===== src/rtl/hpc_pkg.sv =====
// Shared widths, constants and result type for the Hilbert position-to-cell converter.
package hpc_pkg;

   localparam int POS_W             = 16;
   localparam int IDX_W             = 16;
   localparam int COORD_W           = 8;
   localparam int LEVEL_W           = 4;
   localparam int DEFAULT_MAX_LEVEL = 8;
   localparam logic [LEVEL_W-1:0] LEVEL_RESET = 4'd8;

   typedef struct packed {
      logic [IDX_W-1:0]   cell_index;
      logic [COORD_W-1:0] cell_x;
      logic [COORD_W-1:0] cell_y;
      logic               position_out_of_range;
   } cell_result_type;

endpackage


===== src/rtl/hpc_req_if.sv =====
// Input channel carrying one curve position per transfer.
interface hpc_req_if import hpc_pkg::*; ();
   logic             valid;
   logic             ready;
   logic [POS_W-1:0] curve_position;

   modport source (output valid, output curve_position, input ready);
   modport sink   (input valid, input curve_position, output ready);
endinterface


===== src/rtl/hpc_rsp_if.sv =====
// Result channel carrying one grid cell per transfer.
interface hpc_rsp_if import hpc_pkg::*; ();
   logic               valid;
   logic               ready;
   logic [IDX_W-1:0]   cell_index;
   logic [COORD_W-1:0] cell_x;
   logic [COORD_W-1:0] cell_y;
   logic               position_out_of_range;

   modport source (output valid, output cell_index, output cell_x, output cell_y,
                   output position_out_of_range, input ready);
   modport sink   (input valid, input cell_index, input cell_x, input cell_y,
                   input position_out_of_range, output ready);
endinterface


===== src/rtl/hpc_cfg.sv =====
// Curve level register, stored already clamped to the largest supported level.
module hpc_cfg import hpc_pkg::*; #(
   parameter int MAX_LEVEL = DEFAULT_MAX_LEVEL,
   parameter int LVL_W     = $clog2(MAX_LEVEL + 1)
) (
   input  logic               clock,
   input  logic               reset,
   input  logic               csr_wr_en,
   input  logic [LEVEL_W-1:0] csr_wr_data,
   output logic [LVL_W-1:0]   level
);

   logic [LVL_W-1:0] level_ff;
   logic [LVL_W-1:0] level_in;
   logic [LVL_W-1:0] level_rst;

   always_comb begin
      if (32'(LEVEL_RESET) > MAX_LEVEL) begin
         level_rst = LVL_W'(MAX_LEVEL);
      end else begin
         level_rst = LVL_W'(LEVEL_RESET);
      end
      if (32'(csr_wr_data) > MAX_LEVEL) begin
         level_in = LVL_W'(MAX_LEVEL);
      end else begin
         level_in = LVL_W'(csr_wr_data);
      end
   end

   always_ff @(posedge clock) begin
      if (reset) begin
         level_ff <= level_rst;
      end else if (csr_wr_en) begin
         level_ff <= level_in;
      end
   end

   assign level = level_ff;

endmodule


===== src/rtl/hpc_map.sv =====
// Combinational mapping from a curve position to its cell coordinates and index.
module hpc_map import hpc_pkg::*; #(
   parameter int MAX_LEVEL = DEFAULT_MAX_LEVEL,
   parameter int LVL_W     = $clog2(MAX_LEVEL + 1)
) (
   input  logic [POS_W-1:0] position,
   input  logic [LVL_W-1:0] level,
   output cell_result_type  result
);

   localparam int CW = (MAX_LEVEL > COORD_W) ? MAX_LEVEL : COORD_W;
   localparam int IW = (2 * MAX_LEVEL > IDX_W) ? 2 * MAX_LEVEL : IDX_W;
   localparam int PW = 2 * POS_W;

   logic [PW-1:0]        pos_w;
   logic [MAX_LEVEL-1:0] x;
   logic [MAX_LEVEL-1:0] y;
   logic [CW-1:0]        x_w;
   logic [CW-1:0]        y_w;
   logic [IW-1:0]        idx_w;
   logic                 swap;
   logic                 flip;
   logic                 base_x;
   logic                 base_y;
   logic [1:0]           quad;
   logic                 oor;

   assign pos_w = PW'(position);

   // Each outer quadrant swaps and/or inverts the coordinate bits below it, so the
   // bits are resolved from the outermost digit inward with a running swap/invert state.
   always_comb begin
      swap = 1'b0;
      flip = 1'b0;
      x    = '0;
      y    = '0;
      for (int k = MAX_LEVEL - 1; k >= 0; k--) begin
         quad   = pos_w[2*k +: 2];
         base_x = quad[1];
         base_y = ~(quad[1] ^ quad[0]);
         if (k < int'(level)) begin
            x[k] = (swap ? base_y : base_x) ^ flip;
            y[k] = (swap ? base_x : base_y) ^ flip;
            swap = swap ^ ~(quad[1] ^ quad[0]);
            flip = flip ^ (quad == 2'd0);
         end
      end
   end

   always_comb begin
      oor   = ((pos_w >> {level, 1'b0}) != '0);
      x_w   = CW'(x);
      y_w   = CW'(y);
      idx_w = IW'(x) | (IW'(y) << level);
      if (oor) begin
         result.cell_index = '0;
         result.cell_x     = '0;
         result.cell_y     = '0;
      end else begin
         result.cell_index = idx_w[IDX_W-1:0];
         result.cell_x     = x_w[COORD_W-1:0];
         result.cell_y     = y_w[COORD_W-1:0];
      end
      result.position_out_of_range = oor;
   end

endmodule


===== src/rtl/hilbert_position_to_cell_top.sv =====
// Top level of the Hilbert position-to-cell converter: input register, mapping, result register.
//
//   channel    direction  contents
//   req_chan   in         curve_position, valid/ready
//   rsp_chan   out        cell_index, cell_x, cell_y, position_out_of_range, valid/ready
//   csr_*      in         write of curve_level, taken on any cycle with csr_wr_en high
//
// One position per clock while results are taken. A position is held in the input register,
// mapped combinationally, and captured in the result register, which offers it on rsp_chan.
// A stall on rsp_chan can hold the item in the input register before that capture.
// Reset empties both stages and sets the level to 8 (clamped to MAX_LEVEL).
// A stalled result holds while the input stage can still take one more position.
module hilbert_position_to_cell_top import hpc_pkg::*; #(
   parameter int MAX_LEVEL = DEFAULT_MAX_LEVEL
) (
   input  logic               clock,
   input  logic               reset,
   hpc_req_if.sink            req_chan,
   hpc_rsp_if.source          rsp_chan,
   input  logic               csr_wr_en,
   input  logic [LEVEL_W-1:0] csr_wr_data
);

   localparam int LVL_W = $clog2(MAX_LEVEL + 1);

   logic [LVL_W-1:0] level;
   logic             s1_valid_ff;
   logic             s1_valid_in;
   logic [POS_W-1:0] s1_pos_ff;
   logic             s2_valid_ff;
   logic             s2_valid_in;
   cell_result_type  s2_res_ff;
   cell_result_type  map_res;
   logic             s1_load;
   logic             s2_load;

   hpc_cfg #(
      .MAX_LEVEL (MAX_LEVEL),
      .LVL_W     (LVL_W)
   ) u_cfg (
      .clock       (clock),
      .reset       (reset),
      .csr_wr_en   (csr_wr_en),
      .csr_wr_data (csr_wr_data),
      .level       (level)
   );

   hpc_map #(
      .MAX_LEVEL (MAX_LEVEL),
      .LVL_W     (LVL_W)
   ) u_map (
      .position (s1_pos_ff),
      .level    (level),
      .result   (map_res)
   );

   always_comb begin
      s2_load        = !s2_valid_ff || rsp_chan.ready;
      req_chan.ready = !s1_valid_ff || s2_load;
      s1_load        = req_chan.valid && req_chan.ready;
      s1_valid_in    = s1_load ? 1'b1 : (s2_load ? 1'b0 : s1_valid_ff);
      s2_valid_in    = s2_load ? s1_valid_ff : s2_valid_ff;
   end

   always_ff @(posedge clock) begin
      if (reset) begin
         s1_valid_ff <= 1'b0;
         s2_valid_ff <= 1'b0;
      end else begin
         s1_valid_ff <= s1_valid_in;
         s2_valid_ff <= s2_valid_in;
      end
   end

   always_ff @(posedge clock) begin
      if (s1_load) begin
         s1_pos_ff <= req_chan.curve_position;
      end
      if (s2_load && s1_valid_ff) begin
         s2_res_ff <= map_res;
      end
   end

   assign rsp_chan.valid                 = s2_valid_ff;
   assign rsp_chan.cell_index            = s2_res_ff.cell_index;
   assign rsp_chan.cell_x                = s2_res_ff.cell_x;
   assign rsp_chan.cell_y                = s2_res_ff.cell_y;
   assign rsp_chan.position_out_of_range = s2_res_ff.position_out_of_range;

`ifndef SYNTH
   a_reset_empty: assert property (@(posedge clock)
      $past(reset) |-> (!s1_valid_ff && !s2_valid_ff))
      else $error("pipeline not empty after reset");

   a_oor_zero: assert property (@(posedge clock) disable iff (reset)
      (s2_valid_ff && s2_res_ff.position_out_of_range) |->
      (s2_res_ff.cell_index == '0 && s2_res_ff.cell_x == '0 && s2_res_ff.cell_y == '0))
      else $error("out-of-range result carries a nonzero cell");

   a_full_accept: assert property (@(posedge clock) disable iff (reset)
      (s1_load && s1_valid_ff) |-> s2_load)
      else $error("input stage overwritten while result stage stalled");

   a_stall_keep: assert property (@(posedge clock) disable iff (reset)
      (s2_valid_ff && !rsp_chan.ready && s1_valid_ff) |=> (s1_valid_ff && s2_valid_ff))
      else $error("item dropped during output stall");
`endif

endmodule


===== src/flat_wrapper.sv =====
// flat-port wrapper written by rule: the top's interface ports become plain ports
module hilbert_position_to_cell_top_flat import hpc_pkg::*;
#(
   parameter int MAX_LEVEL = DEFAULT_MAX_LEVEL
)
  (clock, reset, csr_wr_en, csr_wr_data, req_chan_valid, req_chan_curve_position, req_chan_ready, rsp_chan_valid, rsp_chan_cell_index, rsp_chan_cell_x, rsp_chan_cell_y, rsp_chan_position_out_of_range, rsp_chan_ready);
  hpc_req_if req_chan_i ();
  hpc_rsp_if rsp_chan_i ();
  input  logic clock;
  input  logic reset;
  input  logic csr_wr_en;
  input  logic [LEVEL_W-1:0] csr_wr_data;
  input wire logic [$bits(req_chan_i.valid)-1:0] req_chan_valid;
  input wire logic [$bits(req_chan_i.curve_position)-1:0] req_chan_curve_position;
  output wire logic [$bits(req_chan_i.ready)-1:0] req_chan_ready;
  output wire logic [$bits(rsp_chan_i.valid)-1:0] rsp_chan_valid;
  output wire logic [$bits(rsp_chan_i.cell_index)-1:0] rsp_chan_cell_index;
  output wire logic [$bits(rsp_chan_i.cell_x)-1:0] rsp_chan_cell_x;
  output wire logic [$bits(rsp_chan_i.cell_y)-1:0] rsp_chan_cell_y;
  output wire logic [$bits(rsp_chan_i.position_out_of_range)-1:0] rsp_chan_position_out_of_range;
  input wire logic [$bits(rsp_chan_i.ready)-1:0] rsp_chan_ready;
  assign req_chan_i.valid = req_chan_valid;
  assign req_chan_i.curve_position = req_chan_curve_position;
  assign req_chan_ready = req_chan_i.ready;
  assign rsp_chan_valid = rsp_chan_i.valid;
  assign rsp_chan_cell_index = rsp_chan_i.cell_index;
  assign rsp_chan_cell_x = rsp_chan_i.cell_x;
  assign rsp_chan_cell_y = rsp_chan_i.cell_y;
  assign rsp_chan_position_out_of_range = rsp_chan_i.position_out_of_range;
  assign rsp_chan_i.ready = rsp_chan_ready;
  hilbert_position_to_cell_top #(.MAX_LEVEL(MAX_LEVEL)) u_core (.clock(clock), .reset(reset), .req_chan(req_chan_i), .rsp_chan(rsp_chan_i), .csr_wr_en(csr_wr_en), .csr_wr_data(csr_wr_data));
endmodule

===== config.mk =====
export PLATFORM = sky130hd
export DESIGN_NAME = hilbert_position_to_cell_top_flat
export DESIGN_NICKNAME = d
export VERILOG_FILES = /design/src/rtl/hpc_pkg.sv /design/src/rtl/hpc_req_if.sv /design/src/rtl/hpc_rsp_if.sv /design/src/rtl/hpc_cfg.sv /design/src/rtl/hpc_map.sv /design/src/rtl/hilbert_position_to_cell_top.sv /design/src/flat_wrapper.sv
export SDC_FILE = /design/constraint.sdc
export NUM_CORES = 1
export LEC_CHECK = 0
export BUFFER_PORTS_ARGS = -buffer_cell sky130_fd_sc_hd__buf_2
export CORE_MARGIN = 10
export CORE_UTILIZATION = 55
export DETAILED_ROUTE_END_ITERATION = 16
export PLACE_DENSITY = 0.79
export REMOVE_ABC_BUFFERS = 1
export SYNTH_ARGS = -nofsm -noshare
export SYNTH_HDL_FRONTEND = slang
export SYNTH_SLANG_ARGS = --single-unit

===== constraint.sdc =====
create_clock -name clock -period 4.4 [get_ports clock]
set_input_delay 1.32 -clock clock [delete_from_list [all_inputs] [get_ports clock]]
set_output_delay 1.32 -clock clock [all_outputs]
set_load 0.05 [all_outputs]

==> impl_metrics.toml <==
[global_routing]
grt_pass1_vias = 2589
grt_max_degree = 34
grt_antenna_before_repair = 0
gr-total-overflow = 0
grt_pass1_wl_mm = 12.6
grt_use_total_pct = 15.6

[cts]
clk_latency_ns = 0.31
holdBufCountCts = 0
cts_num_sinks = 55
post-cts-setup-buffers = 0
cts_tree = "yes"
htreeDepth = 2
cts_resized = 0
clock_tree.root_cell = "clkbuf_8"
path_clk_slew_ns = 0.10
clk_path_buf_depth = 2
numCtsBuffers = 5

[setup_path]
cp_data_arrival_time_ns = 3.74
crit_type = "register to register"
worstPathRequired_ns = 4.48
crit_path_end_kind = "register"
reg2reg_depth = 11
cp-start-kind = "register"
rrSetupSlack_ns = 0.74
cp_max_fo = 6

[finish]
fillers = 471
area_delta_synth_final_pct = 14.6
nNetsFinal = 408
diodes = 0
final_util_pct = 64.3
drive_above_1_share_pct = 24.1

[sta]
finalSetupTns_ns = 0
post-route-period-util_pct = 83.2
finClkSkew_ns = 0.00599
slew_headroom_pct = 54.6
slew_viol_final = 0
tightest_slew_ns = 0.681
finalHoldViolations = 0
rsz0062_at_grt = "no"
setup_viol = 0
period_needed_ns = 3.66
fmax_mhz = 273

[yosys]
synth_cells = 316
synthesis.area_mm2 = 0.00330
synth.distinct_cells = 62
synth_ff_type = "edfxtp_1"
syn_avg_cell_area_um2 = 10.4
seq_area_frac_synth_pct = 48.2
ys_ff_latch = 55
async_flop_share_pct = 0
synth_edf_count = 49
yosysWarningCount = 0

[die]
io_pins = 60
rows = 28
die_h_um = 97.5
start_util_pct = 56.1
die_w_um = 97.5
coreArea_mm2 = 0.00589
die_area_mm2 = 0.00950

[route]
wl_per_cell_um = 16.6
drc = 0
antenna_left = 0
drt-total-wl_mm = 7.51
drtPass1Iterations = 5
first_iter_violations = 307
vias = 2637
viasPerCell = 5.83

[min_path]
holdPathStages = 2
worst_hold_path_type = "register to register"

[placement]
io_buffers = 59
hpwl_mm = 5.84
gp_congestion = 0.916

[pwr]
cellLeakagePower_nw = 1.54
vdd_drop_max_mv = 0.215
power_density_mw_per_mm2 = 435

[flow_run]
drv_cap = 0

[status]
status = "completed"
## routing by layer
metal	routed length, um	GRT usage, %
met1	3240	20.3
met4	137	6.49
met2	3540	24.1
met3	594	3.98
met5	0	0
## Yosys cell counts (all sizes together), types with 5 or more instances
master,n,area (um^2)
nand2,23,86.3
a21oi,20,100
nor4,7,50.1
o21ai,15,75.1
or2,5,31.3
xor2,9,97.6
a31oi,6,52.6
nand3,5,30.0
mux2i,7,73.8
edfxtp,49,1470
inv,21,78.8
ha,7,87.6
and2,8,50.1
clkbuf,9,33.8
nor2,32,120
dfxtp,6,120
nor3,7,35.0
a211oi,5,42.5
o22ai,7,43.8
xnor2,16,155
## logic make-up (layout without fill, tap and decap cells)
logic type	count (synthesis)	in the layout	share of synthesized area [%]
DFF	55	55	48.2
buffers and inverters	35	96	4.32
adders and majority gates	7	7	2.65
muxes	9	9	3.26
AOI/OAI and AO/OA	81	81	17.2
xor gates and xnor gates	26	26	8.34
and+or+nand+nor	103	103	16.0
## registers in the layout, summed over array words and instances, names as in the netlist
name,count
u_core.rsp_chan.cell_y,8
u_core.s1_pos_ff,16
u_core.rsp_chan.cell_index,16
u_core.s1_valid_ff,1
u_core.u_cfg.level,4
u_core.rsp_chan.cell_x,8
u_core.rsp_chan.valid,1
u_core.rsp_chan.position_out_of_range,1
## worst max-delay path: stages (launching register included)
cell      delay (ns)
edfxtp_1        0.40
inv_1           0.13
ha_1            0.29
or2b_1          0.32
a22oi_4         0.23
xnor3_1         0.56
a21boi_1        0.19
or2_1           0.28
a211oi_1        0.26
a31oi_1         0.11
mux4_2          0.49
and2_1          0.17
## cells in the final DEF, fill, tap and decap left out, drive strengths merged, types with 6 or more instances in the layout
| cell | instances |
|---|---|
| o21ai | 15 |
| edfxtp | 49 |
| buf | 66 |
| clkbuf | 6 |
| a31oi | 6 |
| o22ai | 7 |
| mux2i | 7 |
| ha | 7 |
| nor2 | 32 |
| nand2 | 23 |
| inv | 21 |
| xor2 | 9 |
| nor3 | 7 |
| and2 | 8 |
| dfxtp | 6 |
| a21oi | 20 |
| nor4 | 7 |
| xnor2 | 16 |
## path summary, 6_finish.rpt
check,start,endpoint
min,u_core.s1_valid_ff,u_core.rsp_chan.valid
max reg2reg,u_core.s1_pos_ff[15],u_core.rsp_chan.cell_index[15]
min reg2reg,u_core.s1_valid_ff,u_core.rsp_chan.valid
max,u_core.s1_pos_ff[15],u_core.rsp_chan.cell_index[15]
## per-stage QoR
step | instances | power, mW | setup slack (ns) | hold slack, ns | instance area [um^2]
after floorplan | 303 | 1.20 | 0.887 | 0.478 | 3240
after global placement | 444 | 1.34 | 0.924 | 0.494 | 3680
after detailed placement | 444 | 1.35 | 0.787 | 0.507 | 3680
after CTS | 452 | 1.64 | 0.772 | 0.526 | 3780
after global routing | 452 | 1.74 | 0.506 | 0.574 | 3780
final | 452 | 1.64 | 0.739 | 0.523 | 3780
## power by group
group | switching (mW) | total, mW | internal [mW] | leakage [nW]
Sequential | 0.0170 | 0.662 | 0.645 | 0.520
Combinational | 0.449 | 0.686 | 0.237 | 0.973
Clock | 0.166 | 0.295 | 0.129 | 0.0474
## cell type report
cell class | count | area, um^2 | share of cell area [%]
repair buffers | 66 | 348 | 9.20
inverters | 22 | 82.6 | 2.18
clock buffers | 6 | 82.6 | 2.18
clock inverters | 2 | 16.3 | 0.430
multi-input cells | 226 | 1570 | 41.4
flip-flops and latches | 55 | 1590 | 42.1
well taps | 75 | 93.8 | 2.48
(Power assumes the default switching activity.)
